File: config.mk
export PLATFORM = sky130hd
export DESIGN_NAME = anim_j_delta_decoder_core
export DESIGN_NICKNAME = d
export VERILOG_FILES = /design/src/sv/ajdd_pkg.sv /design/src/sv/anim_j_delta_decoder_core.sv
export SDC_FILE = /design/constraint.sdc
export NUM_CORES = 1
export LEC_CHECK = 0
export ABC_AREA = 1
export BUFFER_PORTS_ARGS = -buffer_cell sky130_fd_sc_hd__buf_2
export CORE_AREA = 2 2 242 244
export CTS_BUF_LIST = sky130_fd_sc_hd__clkbuf_8
export DETAILED_ROUTE_END_ITERATION = 12
export DIE_AREA = 0 0 244 246
export PLACE_DENSITY = 0.47
export SETUP_SLACK_MARGIN = 0.2
export SLEW_MARGIN = 25
export SYNTH_ARGS = -nofsm -noshare
export SYNTH_HDL_FRONTEND = slang
export SYNTH_SLANG_ARGS = --single-unit
File: constraint.sdc
create_clock -name clk -period 3.15 [get_ports clk]
set_clock_uncertainty 0.15 [all_clocks]
set_input_delay 0.315 -clock clk [delete_from_list [all_inputs] [get_ports clk]]
set_output_delay 0.315 -clock clk [all_outputs]
set_load 0.005 [all_outputs]
File: src/sv/ajdd_pkg.sv
// package for the anim-j delta decoder: widths, phase codes, result kinds and result word type
package ajdd_pkg;

	localparam int ADDR_W   = 24;
	localparam int QDEPTH   = 4;
	localparam int QPTR_W   = $clog2(QDEPTH);
	localparam int QCNT_W   = $clog2(QDEPTH + 1);
	localparam int MAX_PLN  = 8;
	localparam int OUT_DW   = 40;

	typedef enum logic [7:0] {
		PH_OPMODE = 8'b0000_0001,
		PH_XOR    = 8'b0000_0010,
		PH_HEIGHT = 8'b0000_0100,
		PH_WIDTH  = 8'b0000_1000,
		PH_COUNT  = 8'b0001_0000,
		PH_OFFSET = 8'b0010_0000,
		PH_DATA   = 8'b0100_0000,
		PH_PAD    = 8'b1000_0000
	} phase_t;

	typedef enum logic [1:0] {
		KIND_WRITE = 2'd0,
		KIND_END   = 2'd1,
		KIND_BAD   = 2'd2,
		KIND_SHORT = 2'd3
	} kind_t;

	localparam logic [15:0] OP_END  = 16'd0;
	localparam logic [15:0] OP_COL  = 16'd1;
	localparam logic [15:0] OP_AREA = 16'd2;

	localparam logic REG_ROW_PITCH   = 1'b0;
	localparam logic REG_PLANE_COUNT = 1'b1;

	typedef struct packed {
		kind_t             kind;
		logic [2:0]        plane;
		logic [ADDR_W-1:0] addr;
		logic [7:0]        data;
		logic              xr;
		logic              last;
	} res_t;

endpackage

File: src/sv/anim_j_delta_decoder_core.sv
// anim-j delta decoder: parses a delta chunk byte stream into bitplane write words
//
//  channel   | dir | words                  | contents
//  ----------+-----+------------------------+-------------------------------------------
//  s_axis    | in  | one per chunk byte     | tdata data_byte, tlast last_byte
//  m_axis    | out | 0 to 2 per input word  | tdata plane/addr/data/xor, tuser kind,
//            |     |                        | tlast last result of its input word
//  apb       | in  | register writes/reads  | 0x0 row_pitch, 0x4 plane_count
//
//  one input word per cycle: the parser state and the result words for a byte
//  are formed in the cycle the byte is taken and land in a four-entry result queue
//  s_axis_tready drops while fewer than two entries are free; with m_axis ready the
//  queue never holds more than two, so only a stalled m_axis holds off the input
//  arst_n clears parser state, queue pointers and the registers (pitch 40, planes 5)
//  after an end opmode, bad opmode or chunk end, input words are taken and dropped
module anim_j_delta_decoder_core
	import ajdd_pkg::*;
(
	input  logic               clk,
	input  logic               arst_n,
	// input stream
	input  logic               s_axis_tvalid,
	output logic               s_axis_tready,
	input  logic [7:0]         s_axis_tdata,   // [7:0] data_byte
	input  logic               s_axis_tlast,   // last_byte
	// result stream
	output logic               m_axis_tvalid,
	input  logic               m_axis_tready,
	output logic [OUT_DW-1:0]  m_axis_tdata,   // [2:0] plane_index, [26:3] write_address,
	                                           // [34:27] write_data, [35] xor_with_source,
	                                           // [39:36] zero
	output logic [1:0]         m_axis_tuser,   // [1:0] result_kind
	output logic               m_axis_tlast,   // last_result
	// configuration
	input  logic               psel,
	input  logic               penable,
	input  logic               pwrite,
	input  logic [2:0]         paddr,
	input  logic [31:0]        pwdata,
	output logic [31:0]        prdata,
	output logic               pready
);

	// configuration registers
	logic [12:0] row_pitch_q;
	logic [3:0]  plane_count_q;

	// parser state
	phase_t            phase_q, phase_d;
	logic [7:0]        hi_q, hi_d;
	logic              bow_q, bow_d;
	logic [1:0]        mode_q, mode_d;
	logic              xor_q, xor_d;
	logic [15:0]       height_q, height_d;
	logic [15:0]       width_q, width_d;
	logic [15:0]       ops_q, ops_d;
	logic [15:0]       offset_q, offset_d;
	logic [15:0]       row_q, row_d;
	logic [2:0]        pln_q, pln_d;
	logic [15:0]       col_q, col_d;
	logic [ADDR_W-1:0] base_q, base_d;
	logic              odd_q, odd_d;
	logic              fin_q, fin_d;

	// result queue
	res_t              q_mem [QDEPTH];
	logic [QPTR_W-1:0] wr_ptr_q, rd_ptr_q;
	logic [QCNT_W-1:0] cnt_q;

	// per-byte results
	logic              main_v, end_v;
	res_t              main_r, end_r;

	logic              take, pop;
	logic [3:0]        depth;
	logic [15:0]       word;
	logic [15:0]       ops_dec;
	phase_t            done_phase;

	// apb: always ready, index from address bit 2
	assign pready = 1'b1;
	always_comb begin
		unique case (paddr[2])
			REG_ROW_PITCH:   prdata = {19'd0, row_pitch_q};
			REG_PLANE_COUNT: prdata = {28'd0, plane_count_q};
			default:         prdata = 32'd0;
		endcase
	end

	always_ff @(posedge clk or negedge arst_n) begin
		if (!arst_n) begin
			row_pitch_q   <= 13'd40;
			plane_count_q <= 4'd5;
		end else if (psel && penable && pwrite && pready) begin
			if (paddr[2] == REG_ROW_PITCH) begin
				row_pitch_q <= pwdata[12:0];
			end else begin
				plane_count_q <= pwdata[3:0];
			end
		end
	end

	// handshakes
	assign s_axis_tready = (cnt_q <= QCNT_W'(QDEPTH - 2));
	assign take          = s_axis_tvalid && s_axis_tready;
	assign m_axis_tvalid = (cnt_q != '0);
	assign pop           = m_axis_tvalid && m_axis_tready;

	// planes above eight act as eight
	assign depth   = (plane_count_q > 4'(MAX_PLN)) ? 4'(MAX_PLN) : plane_count_q;
	assign word    = {hi_q, s_axis_tdata};
	assign ops_dec = ops_q - 16'd1;
	// where the parser goes when an operation finishes
	assign done_phase = (ops_dec == 16'd0) ? (odd_q ? PH_PAD : PH_OPMODE) : PH_OFFSET;

	// next state and results for the byte on s_axis
	always_comb begin
		phase_d  = phase_q;
		hi_d     = hi_q;
		bow_d    = bow_q;
		mode_d   = mode_q;
		xor_d    = xor_q;
		height_d = height_q;
		width_d  = width_q;
		ops_d    = ops_q;
		offset_d = offset_q;
		row_d    = row_q;
		pln_d    = pln_q;
		col_d    = col_q;
		base_d   = base_q;
		odd_d    = odd_q;
		fin_d    = fin_q;

		main_v = 1'b0;
		main_r = '{kind: KIND_WRITE, plane: pln_q, addr: base_q + ADDR_W'(col_q),
			data: s_axis_tdata, xr: xor_q, last: 1'b0};

		unique case (phase_q)
			PH_DATA: begin
				main_v = 1'b1;
				if (({1'b0, col_q} + 17'd1) >= {1'b0, width_q}) begin
					col_d = 16'd0;
					if (({1'b0, pln_q} + 4'd1) >= depth) begin
						pln_d  = 3'd0;
						base_d = base_q + ADDR_W'(row_pitch_q);
						if (({1'b0, row_q} + 17'd1) >= {1'b0, height_q}) begin
							row_d   = 16'd0;
							ops_d   = ops_dec;
							phase_d = done_phase;
						end else begin
							row_d = row_q + 16'd1;
						end
					end else begin
						pln_d = pln_q + 3'd1;
					end
				end else begin
					col_d = col_q + 16'd1;
				end
			end
			PH_PAD: begin
				phase_d = PH_OPMODE;
			end
			default: begin
				if (!bow_q) begin
					hi_d  = s_axis_tdata;
					bow_d = 1'b1;
				end else begin
					bow_d = 1'b0;
					unique case (phase_q)
						PH_OPMODE: begin
							if (word == OP_COL || word == OP_AREA) begin
								mode_d  = word[1:0];
								phase_d = PH_XOR;
							end else begin
								// end opmode or unknown opmode closes the delta
								fin_d       = 1'b1;
								main_v      = 1'b1;
								main_r      = '0;
								main_r.kind = (word == OP_END) ? KIND_END : KIND_BAD;
							end
						end
						PH_XOR: begin
							xor_d   = (word != 16'd0);
							phase_d = PH_HEIGHT;
						end
						PH_HEIGHT: begin
							height_d = word;
							if (mode_q == OP_COL[1:0]) begin
								// column mode: one byte wide
								width_d = 16'd1;
								phase_d = PH_COUNT;
							end else begin
								phase_d = PH_WIDTH;
							end
						end
						PH_WIDTH: begin
							width_d = word;
							phase_d = PH_COUNT;
						end
						PH_COUNT: begin
							ops_d = word;
							odd_d = word[0] & height_q[0] & width_q[0] & depth[0];
							// zero count: group ends here, parity is zero so no pad
							phase_d = (word == 16'd0) ? PH_OPMODE : PH_OFFSET;
						end
						default: begin
							// offset word starts an operation
							offset_d = word;
							base_d   = ADDR_W'(word);
							row_d    = 16'd0;
							pln_d    = 3'd0;
							col_d    = 16'd0;
							if (height_q == 16'd0 || width_q == 16'd0 || depth == 4'd0) begin
								// empty operation
								ops_d   = ops_dec;
								phase_d = done_phase;
							end else begin
								phase_d = PH_DATA;
							end
						end
					endcase
				end
			end
		endcase

		// chunk ran out before the delta closed
		end_v = s_axis_tlast && !fin_d;
		end_r = '0;
		end_r.kind = KIND_SHORT;
		end_r.last = 1'b1;
		if (end_v) begin
			fin_d = 1'b1;
		end
		main_r.last = !end_v;
	end

	// parser registers
	always_ff @(posedge clk or negedge arst_n) begin
		if (!arst_n) begin
			phase_q  <= PH_OPMODE;
			hi_q     <= 8'd0;
			bow_q    <= 1'b0;
			mode_q   <= 2'd0;
			xor_q    <= 1'b0;
			height_q <= 16'd0;
			width_q  <= 16'd0;
			ops_q    <= 16'd0;
			offset_q <= 16'd0;
			row_q    <= 16'd0;
			pln_q    <= 3'd0;
			col_q    <= 16'd0;
			base_q   <= '0;
			odd_q    <= 1'b0;
			fin_q    <= 1'b0;
		end else if (take && !fin_q) begin
			phase_q  <= phase_d;
			hi_q     <= hi_d;
			bow_q    <= bow_d;
			mode_q   <= mode_d;
			xor_q    <= xor_d;
			height_q <= height_d;
			width_q  <= width_d;
			ops_q    <= ops_d;
			offset_q <= offset_d;
			row_q    <= row_d;
			pln_q    <= pln_d;
			col_q    <= col_d;
			base_q   <= base_d;
			odd_q    <= odd_d;
			fin_q    <= fin_d;
		end
	end

	// result queue: up to two pushes, one pop per cycle
	logic              push_any;
	logic [1:0]        push_n;
	logic [QPTR_W-1:0] wr_ptr_p1;

	assign push_any  = take && !fin_q;
	assign push_n    = push_any ? ({1'b0, main_v} + {1'b0, end_v}) : 2'd0;
	assign wr_ptr_p1 = wr_ptr_q + QPTR_W'(1);

	always_ff @(posedge clk) begin
		if (push_any) begin
			if (main_v) begin
				q_mem[wr_ptr_q] <= main_r;
				if (end_v) begin
					q_mem[wr_ptr_p1] <= end_r;
				end
			end else if (end_v) begin
				q_mem[wr_ptr_q] <= end_r;
			end
		end
	end

	always_ff @(posedge clk or negedge arst_n) begin
		if (!arst_n) begin
			wr_ptr_q <= '0;
			rd_ptr_q <= '0;
			cnt_q    <= '0;
		end else begin
			wr_ptr_q <= wr_ptr_q + QPTR_W'(push_n);
			if (pop) begin
				rd_ptr_q <= rd_ptr_q + QPTR_W'(1);
			end
			cnt_q <= cnt_q + QCNT_W'(push_n) - QCNT_W'(pop);
		end
	end

	// output word from the queue head
	res_t head;
	assign head = q_mem[rd_ptr_q];
	assign m_axis_tdata = {4'd0, head.xr, head.data, head.addr, head.plane};
	assign m_axis_tuser = head.kind;
	assign m_axis_tlast = head.last;

endmodule
==> impl_metrics.toml, run 1 <==
[status]
outcome = "finished with violations"
violations = "setup timing"

[logic_synthesis]
seq_area_frac_synth_pct = 38.1
yosysWarnings = 0
synth_xor_area_share_pct = 2.25
yosys.area_share.adder_pct = 5.54
synth-seq-cells = 309
ys.flop_type = "dfxtp_1"
synthMuxAreaShare_pct = 0
synth_top_family_by_area = "simple AND/OR/NAND/NOR gates"
netlist_instances = 2614
synth-compound-area-share_pct = 15.3
syn_area_per_cell_um2 = 6.98
synth_cell_types = 58
syn-cell-area_um2 = 18300
synth_async_sr_flop_share_pct = 49.5
synth_simple_gate_area_share_pct = 28.9
synth_edf_count = 0

[floorplanning]
die_area_um2 = 60000
fp.dieW_um = 244
core_area_um2 = 57400
start_util_pct = 31.8
ios = 129
fp.dieH_um = 246
core.rowCount = 88

[clocking]
root_buffer = "clkbuf_8"
path_clk_slew_ns = 0.06
htreeDepth = 2
numCtsBuffers = 60
clkSinkCount = 309
clk_path_buf_depth = 3
tritoncts = "done"
clkLatencyLatePin_ns = 0.69

[layout]
nFillCells = 5991
layout_common_cells = "nand2_1, nor2_1, inv_1"
multi_input_area_um2 = 10500
syn_to_final_growth_pct = 27.8
drive_gt1_share_pct = 22.3
fin_nets = 3005
final_common_cell = "nand2_1"
seq_area_um2 = 6960
utilization_pct = 40.7

[setup_path]
critPathSlowestCell = "dfrtp_2"
cp_cell_sequence = "nand3_2 > nand3b_1 > nor3_2 > buf_4 > buf_4 > buf_4 > xor2_1 > inv_2 > ha_4 > nand2_2 > o21a_1 > nand2_1 > nand2_1 > nand2_1 > nand2_2 > nand2_2 > nand2_4 > a21oi_4 > nand3_4 > clkbuf_16 > nand2_2 > nand2_1"
worstPathArrival_ns = 3.72
r2r_slack_ns = -0.15
cpPeakStageDelay_ns = 0.41
rr_worst_depth = 22
required_ns = 3.57
r2r_end = "ops_q[10]"
crit_type = "register to register"
reg2reg_from = "row_q[0]"
critPathLaunchType = "register"
crit_path_end_kind = "register"
critPathMaxFanout = 8

[sta]
fin_crit_sh_pct = 105
setup_viol = 62
drv_slew = 0
relSlewSlack_pct = 45.5
fmax_mhz = 303
min_period_ns = 3.30
timing.final.ws_setup_ns = -0.146
grt_setup_unrepaired = "true"
hold_violations = 0
worst_pin_slew_ns = 0.809
setup_tns_ns = -4.62

[worst_hold_path]
hold_class = "primary input to async pin"

[place]
port_buffers = 83
gp_congestion = 0.898
dp_hpwl_um = 43700

[routing]
dr_total_vias = 18000
wl_um = 64300
drc = 0
wire_per_inst_um = 17.4
drt_iter0_drc = 1177
dr.pass1.iters = 5
drtAntennaViolNets = 0
vias_per_cell = 4.87

[power_and_ir_drop]
p_per_area_nw_per_um2 = 454
irDropWorstVdd_v = 0.000412
p_leak_nw = 11.5

[grt]
grt_pass1_wl_um = 98700
grt_antenna_before_repair = 1
grt_pass1_vias = 17400
grt.total_usage_pct = 20.9
overflow = 0
grt_max_degree = 74

[run]
cap_violations = 0
## critical path: cells and delay by family (launching register included)
family,cells,cell delay (ns)
compound gates,2,0.40
xor+xnor,1,0.16
fa+ha+maj,1,0.26
buf+inv,5,0.59
flops,1,0.41
simple gates,13,1.21
## power breakdown
part	switching, W	internal (W)
Clock	0.00189	0.00218
Combinational	0.00155	0.000841
Sequential	0.0000918	0.00403
Total	0.00354	0.00705
## flip-flops by register name (all words and copies together), names as in the netlist, 2 cells and up
signal	flops
hi_q	8
width_q	16
cnt_q	3
base_q	24
row_pitch_q	13
height_q	16
pln_q	3
phase_q	8
mode_q	2
q_mem	156
row_q	16
rd_ptr_q	2
wr_ptr_q	2
ops_q	16
plane_count_q	4
col_q	16
## synth_stat cells, drive strengths merged, types with 3 or more instances
cell type  instances  area share (%)
xnor2             12            0.58
or2                7            0.24
buf               74             2.9
nand3b             8            0.33
a21o               8            0.33
nor2             359             8.0
clkinv             3           0.062
a31oi              6            0.21
fa                 3            0.33
o22ai             33             1.1
dfstp              5            0.72
ha                76             5.2
inv              276             5.7
xor2              35             1.7
nor3              32             1.2
a21oi            191             5.3
o21ai            280             7.7
nand3            102             3.0
dfrtp            148              20
nor4               8            0.31
and2               3            0.12
nand4             26            0.89
a21boi             4            0.16
clkbuf            59             1.2
dfxtp            156              17
o21a               4            0.16
nand2            683              15
## how the worst max path moves through the flow
| stage | from | endpoint | slack, ns | cells past startpoint |
|---|---|---|---|---|
| 6_report | row_q[0] | ops_q[10] | -0.15 | 22 |
| 5_1_grt | row_q[0] | ops_q[13] | -0.44 | 18 |
| 4_1_cts | row_q[1] | ops_q[14] | -0.10 | 21 |
| 3_5_place_dp | col_q[0] | row_q[5] | -0.22 | 22 |
| 3_3_place_gp | s_axis_tdata[4] | cnt_q[2] | -0.14 | 17 |
| 2_1_floorplan | phase_q[0] | cnt_q[2] | 0.10 | 17 |
## area by class of cell
class | count | share of cell area (%)
Sequential cell | 309 | 29.8
Clock buffer | 76 | 4.48
Clock inverter | 36 | 0.772
Tap cell | 765 | 4.10
Timing Repair Buffer | 303 | 10.6
Multi-Input combinational cell | 1916 | 45.2
Inverter | 279 | 4.67
Timing Repair inverter | 6 | 0.322
Antenna cell | 1 | 0.0107
## cell families after synthesis
family                     count (synthesis)
buffers and inverters                    412
AOI/OAI and AO/OA                        533
DFF                                      309
and+or+nand+nor                         1232
other                                      2
adders and majority gates                 79
xor gates and xnor gates                  47
## metal layers
metal	wire length, um	track usage (%)	vias to the layer above	share of wire (%)
met5	0	0	-	0
met4	1910	7.42	0	3.0
met2	30000	34.8	438	47
met3	2760	2.51	102	4.3
li1	-	-	8918	-
met1	29600	28.0	8511	46
## through the flow
step           cell area, um^2  worst slack (ns)  cells  power (W)  hold WS, ns
4_1_cts                  22500            -0.101   3664     0.0108       0.0114
3_5_place_dp             20300            -0.219   3504    0.00655        0.204
6_report                 23300            -0.146   3691     0.0106       0.0329
2_1_floorplan            18400             0.104   2636    0.00548       -0.131
5_1_grt                  23300            -0.438   3691     0.0112       0.0363
3_3_place_gp             20300            -0.144   3504    0.00655        0.213
## repair_timing
item / CTS / global route
setup endpoints to repair: 125 / 180
pin swaps: 32 / 41
buffers inserted: 17 / 22
endpoints found under the hold margin: 113 / 0
gates resized for setup: 134 / 149
hold buffers: 25 / 0
gates cloned: 6 / 4
No activity file was read; power rests on OpenSTA's default activity.
==> inputs of run 2 (changes only) <==
--- a/config.mk
+++ b/config.mk
@@ -5,13 +5,14 @@
 export SDC_FILE = /design/constraint.sdc
 export NUM_CORES = 1
 export LEC_CHECK = 0
-export ABC_AREA = 1
 export BUFFER_PORTS_ARGS = -buffer_cell sky130_fd_sc_hd__buf_2
-export CORE_AREA = 2 2 242 244
+export CELL_PAD_IN_SITES_DETAIL_PLACEMENT = 1
+export CELL_PAD_IN_SITES_GLOBAL_PLACEMENT = 2
+export CORE_AREA = 2 2 232 234
 export CTS_BUF_LIST = sky130_fd_sc_hd__clkbuf_8
 export DETAILED_ROUTE_END_ITERATION = 12
-export DIE_AREA = 0 0 244 246
-export PLACE_DENSITY = 0.47
+export DIE_AREA = 0 0 234 236
+export PLACE_DENSITY = 0.7
 export SETUP_SLACK_MARGIN = 0.2
 export SLEW_MARGIN = 25
 export SYNTH_ARGS = -nofsm -noshare
==> run 2 against run 1 <==
Against the previous run:
- the run still ends with setup timing left
- design area is 3.8% higher
- global-route usage up 0.39 points
- worst hold slack better by 0.012 ns
- sequential share of layout area shrank 1.1 points
- clock power grew 4%
- via count decreased by 13%
- critical path depth decreased by 8
- synthesized cell count decreased by 28%
- utilization rose by 5.0 points
- area after synthesis decreased by 8.8%
- largest power group unchanged
==> impl_metrics.toml, run 2 <==
[logic_synthesis]
synth_async_sr_flop_share_pct = 49.5
syn-cell-area_um2 = 16700
netlist_instances = 1880
synth_edf_count = 0
yosysWarnings = 0
synth_common_cells = "nand2_1, nor2_1, a21oi_1"
synth_top_area_cell = "dfrtp_1"
synth_top_area_share_pct = 22.2
synth-seq-cells = 309
seq_area_frac_synth_pct = 41.8
synth_area_leaders = "dfrtp_1, dfxtp_1, ha_1, mux4_2, nand2_1"
ys.flop_type = "dfxtp_1"
synth_cell_types = 72
syn_area_per_cell_um2 = 8.86

[sta]
min_period_ns = 3.72
fin_crit_sh_pct = 118
drv_slew = 0
setup_viol = 83
grt_setup_unrepaired = "true"
fmax_mhz = 269
relSlewSlack_pct = 47.9
worst_pin_slew_ns = 0.782
timing.final.ws_setup_ns = -0.570
hold_violations = 0

[floorplanning]
start_util_pct = 31.4
core.rowCount = 85
core_area_um2 = 53100
ios = 129
fp.dieW_um = 234
fp.dieH_um = 236
die_area_um2 = 55200

[routing]
drt_iter0_drc = 675
drtAntennaViolNets = 0
wire_per_inst_um = 21.0
vias_per_cell = 5.22
drc = 0
wl_um = 62900
dr_total_vias = 15700
dr.pass1.iters = 5

[layout]
drive_gt1_share_pct = 40.6
syn_to_final_growth_pct = 45.5
reg_top3 = "q_mem x156, base_q x24"
final_common_cell = "buf_4"
finalNonFillerCells = 2997
regMostFlops = "q_mem"
diodes = 0
nFillCells = 5963
largest_register_ffs = 156
layout_common_cells = "buf_4, nand2_1, dfxtp_1"
fin_nets = 2385
utilization_pct = 45.7

[power_and_ir_drop]
irDropWorstVdd_v = 0.000476
p_leak_nw = 10.6
p_per_area_nw_per_um2 = 563

[clocking]
numCtsBuffers = 60
htreeDepth = 2
clkSinkCount = 309
clkLatencyLatePin_ns = 0.66
root_buffer = "clkbuf_8"
tritoncts = "done"
clk_path_buf_depth = 3
path_clk_slew_ns = 0.06

[grt]
grt_pass1_wl_um = 92600
grt_pass1_vias = 16100
grt.total_usage_pct = 21.3
grt_max_degree = 76
grt_antenna_before_repair = 0
overflow = 0

[setup_path]
cpPeakStageDelay_ns = 0.47
crit_path_end_kind = "register"
critPathSlowestCell = "a2111o_1"
r2r_slack_ns = -0.57
critPathLaunchType = "register"
worstPathArrival_ns = 4.12
critPathMaxFanout = 4
crit_type = "register to register"
required_ns = 3.55
cp_cell_sequence = "ha_2 > nand4_1 > or2_2 > xnor2_1 > ha_1 > a21oi_1 > o21ai_0 > a2111o_1 > a2111oi_4 > buf_4 > or3_4 > buf_8 > nor3_2 > mux2_2"

[place]
gp_congestion = 0.809
dp_hpwl_um = 41900
port_buffers = 83
dp_cells = 2783

[status]
violations = "setup timing"
outcome = "finished with violations"

[worst_hold_path]
hold_class = "primary input to register"

[run]
cap_violations = 0
[run 2: logic make-up (layout without fill, tap and decap cells)]
family / count (synthesis) / count (layout) / synth area share, %
and+or+nand+nor: 692 / 692 / 19.0
AOI/OAI and AO/OA: 468 / 468 / 16.8
DFF: 309 / 309 / 41.8
buffers and inverters: 184 / 583 / 4.87
adders and majority gates: 79 / 79 / 6.07
muxes: 78 / 78 / 7.87
xor gates and xnor gates: 68 / 68 / 3.58
other: 2 / 24 / 0.0451
[run 2: per-layer routing]
layer | global-route usage (%) | vias up | share of wire (%)
met5 | 0 | - | 0
met4 | 5.62 | 0 | 2.3
met3 | 2.80 | 89 | 3.0
met2 | 36.6 | 216 | 50
met1 | 28.0 | 7981 | 45
li1 | - | 7365 | -
[run 2: path summary, 6_finish.rpt]
| check | startpoint | to | depth (start not counted) |
|---|---|---|---|
| worst max-delay path | col_q[0] | base_q[19] | 14 |
| worst min register to register | q_mem[2][29] | q_mem[2][29] | 2 |
| worst min-delay path | penable | plane_count_q[2] | 3 |
| max in group asynchronous | arst_n | row_q[7] | 3 |
| worst max register to register | col_q[0] | base_q[19] | 14 |
| min in group asynchronous | arst_n | row_pitch_q[1] | 2 |
[run 2: critical path, delay by kind of cell, from the launching register on]
family                     cells  cell delay [ns]
adders and majority gates      2             0.49
xor gates and xnor gates       1             0.19
and+or+nand+nor                4             0.76
muxes                          1             0.26
buffers and inverters          2             0.33
AOI/OAI and AO/OA              4             1.05
DFF                            1             0.39
[run 2: metrics by stage]
| stage | cell area, um^2 | setup TNS, ns | hold WS (ns) | total power, W | setup slack [ns] |
|---|---|---|---|---|---|
| floorplan | 17000 | -22.45 | -0.131 | 0.00724 | -0.478 |
| global placement | 19400 | -42.36 | 0.251 | 0.00881 | -0.528 |
| detailed placement | 19400 | -56.57 | 0.263 | 0.00894 | -0.690 |
| CTS | 21800 | -20.79 | 0.00433 | 0.0135 | -0.454 |
| global route | 24200 | -48.48 | 0.0201 | 0.0144 | -0.700 |
| finish | 24200 | -37.27 | 0.0452 | 0.0136 | -0.570 |
[run 2: area by class of cell]
cell class                 count  area [um^2]  share of cell area [%]
multi-input combinational   1409        10900                    45.1
sequential                   309         6960                    28.7
timing repair buffer         415         3980                    16.4
clock buffer                  72          991                    4.09
tap                          696          871                    3.59
clock inverter                36          263                    1.08
inverter                      60          225                   0.930
[run 2: power breakdown]
part	internal (W)	total [W]	switching (W)
Sequential	0.00442	0.00508	0.000662
Combinational	0.00201	0.00431	0.00230
Clock	0.00238	0.00425	0.00186
Total	0.00882	0.0136	0.00483
[run 2: timing repair]
action | 4_1_cts | 5_1_grt
resized for setup | 157 | 454
setup endpoints to repair | 224 | 235
setup buffers | 23 | 33
hold buffers | 25 | 0
pin swaps | 49 | 177
cloned | 3 | 22
hold endpoints to repair | 103 | 0
==> inputs of run 3 (changes only) <==
==> constraint.sdc (replaced) <==
create_clock -name clk -period 3.15 [get_ports clk]
set_clock_uncertainty 0.15 [all_clocks]
set_input_delay 0.4725 -clock clk [delete_from_list [all_inputs] [get_ports clk]]
set_output_delay 0.4725 -clock clk [all_outputs]
set_load 0.005 [all_outputs]
==> run 3 against run 2 <==
Against the previous run:
- the flow still finishes with violations (setup timing)
- sequential share of layout area is 1.0 points higher
- combinational power is 3% lower
- global-route usage is 0.12 points lower
- critical endpoint unchanged
- largest power group unchanged
==> impl_metrics.toml, run 3 (same netlist as run 2, synthesis figures left out) <==
[status]
outcome = "finished with violations"
violations = "setup timing"

[routing]
wl_um = 60900
drc = 0
dr_total_vias = 15400
drt_iter0_drc = 659
drtAntennaViolNets = 0
wire_per_inst_um = 20.4
dr.pass1.iters = 6
vias_per_cell = 5.18

[setup_path]
cpPeakStageDelay_ns = 0.40
cp_cell_sequence = "ha_2 > nand4_1 > nor2_2 > nand3_2 > nor2_2 > xor2_1 > ha_1 > nand2_2 > nor3_4 > a2111o_1 > a2111oi_4 > buf_4 > buf_6 > or3_4 > nor3_4 > mux2_4"
critPathSlowestCell = "dfrtp_1"
crit_type = "register to register"
r2r_end = "base_q[19]"
rr_worst_depth = 16
r2r_slack_ns = -0.66
critPathLaunchType = "register"
crit_path_end_kind = "register"
worstPathArrival_ns = 4.19
required_ns = 3.53
critical_path_buf_inv_count = 2
crit_family = "simple AND/OR/NAND/NOR gates"
critPathMaxFanout = 6
reg2reg_from = "col_q[0]"

[place]
placed_cell_area_um2 = 19400
dp_hpwl_um = 41200
port_buffers = 83
gp_congestion = 0.812

[grt]
overflow = 0
grt_pass1_wl_um = 91700
grt_pass1_vias = 16000
grt.total_usage_pct = 21.2
grt_max_degree = 60
grt_antenna_before_repair = 1

[sta]
setup_viol = 83
min_period_ns = 3.81
timing.final.ws_setup_ns = -0.659
fmax_mhz = 263
fin_crit_sh_pct = 121
worst_pin_slew_ns = 0.739
grt_setup_unrepaired = "true"
whs_ns = 0.100
drv_slew = 0
setup_tns_ns = -41.95
hold_violations = 0
relSlewSlack_pct = 50.5

[layout]
largest_register_ffs = 156
fin_nets = 2367
layout_common_cells = "buf_4, nand2_1, nor2_1"
reg_top3 = "q_mem x156, base_q x24"
syn_to_final_growth_pct = 40.5
design_area_um2 = 23400
regMostFlops = "q_mem"
drive_gt1_share_pct = 36.7
nFillCells = 6018
final_common_cell = "buf_4"
utilization_pct = 44.1

[clocking]
numCtsBuffers = 58
path_clk_slew_ns = 0.06
clkSinkCount = 309
root_buffer = "clkbuf_8"
tritoncts = "done"
htreeDepth = 2
clkLatencyLatePin_ns = 0.66
clk_path_buf_depth = 3

[worst_hold_path]
hold_depth = 3
hold_class = "primary input to register"
min_from = "s_axis_tvalid"
whs_endpoint = "fin_q"

[power_and_ir_drop]
p_per_area_nw_per_um2 = 580
irDropWorstVdd_v = 0.000309
p_leak_nw = 10.4

[floorplanning]
ios = 129
core.rowCount = 85
fp.dieH_um = 236
start_util_pct = 31.4
core_area_um2 = 53100
die_area_um2 = 55200
fp.dieW_um = 234

[run]
cap_violations = 0
-- run 3: cell types whose count changed in the layout (fill, tap and decap cells not counted), moves of 10 or more --
cell,before,now
dlygate4sd3_1,25,15
nor2_4,65,15
buf_4,202,219
a21oi_2,82,33
nor2_1,144,197
buf_12,28,18
a21oi_1,85,135
inv_1,80,63
-- run 3: report_power, final --
group	switching [W]	internal [W]	total, W
logic	0.00227	0.00192	0.00419
registers	0.000621	0.00442	0.00504
clock network	0.00183	0.00251	0.00434
total	0.00472	0.00885	0.0136
-- run 3: tightest hold or removal path: cells and delay by family --
family / cells / cell delay (ns)
and+or+nand+nor: 1 / 0.16
AOI/OAI and AO/OA: 1 / 0.11
buffers and inverters: 1 / 0.10
-- run 3: worst max path at each step --
stage | from | cells past startpoint | endpoint | slack (ns)
after floorplan | col_q[2] | 18 | ops_q[1] | -0.48
after global placement | col_q[3] | 16 | base_q[1] | -0.48
after detailed placement | row_q[2] | 15 | ops_q[14] | -0.60
after CTS | col_q[3] | 15 | row_q[9] | -0.46
after global routing | col_q[0] | 16 | base_q[19] | -0.79
final | col_q[0] | 16 | base_q[19] | -0.66
-- run 3: layer usage --
layer,GRT usage [%],routed length [um]
met1,27.5,27000
met2,35.9,30200
met3,3.03,2000
met4,6.98,1710
met5,0,0
-- run 3: area by class of cell --
| type | count | area (um^2) | share of cell area (%) |
|---|---|---|---|
| multi-input combinational | 1410 | 10500 | 45.0 |
| sequential | 309 | 6960 | 29.8 |
| timing repair buffer | 398 | 3500 | 15.0 |
| clock buffer | 77 | 1060 | 4.53 |
| tap | 696 | 871 | 3.72 |
| clock inverter | 28 | 234 | 1.00 |
| inverter | 60 | 225 | 0.963 |
| antenna | 1 | 2.50 | 0.0107 |
-- run 3: timing repair --
item | CTS | global route
gates resized for setup | 195 | 249
pin swaps | 54 | 107
endpoints found under the setup margin | 212 | 219
hold buffers | 15 | 0
gates cloned | 4 | 9
buffers inserted | 33 | 34
endpoints found under the hold margin | 68 | 0
-- run 3: through the flow --
stage / setup WS (ns) / std cells / total power [W]
after floorplan: -0.478 / 1902 / 0.00724
after global placement: -0.482 / 2778 / 0.00875
after detailed placement: -0.596 / 2778 / 0.00886
after CTS: -0.455 / 2935 / 0.0135
after global routing: -0.791 / 2979 / 0.0143
final: -0.659 / 2979 / 0.0136
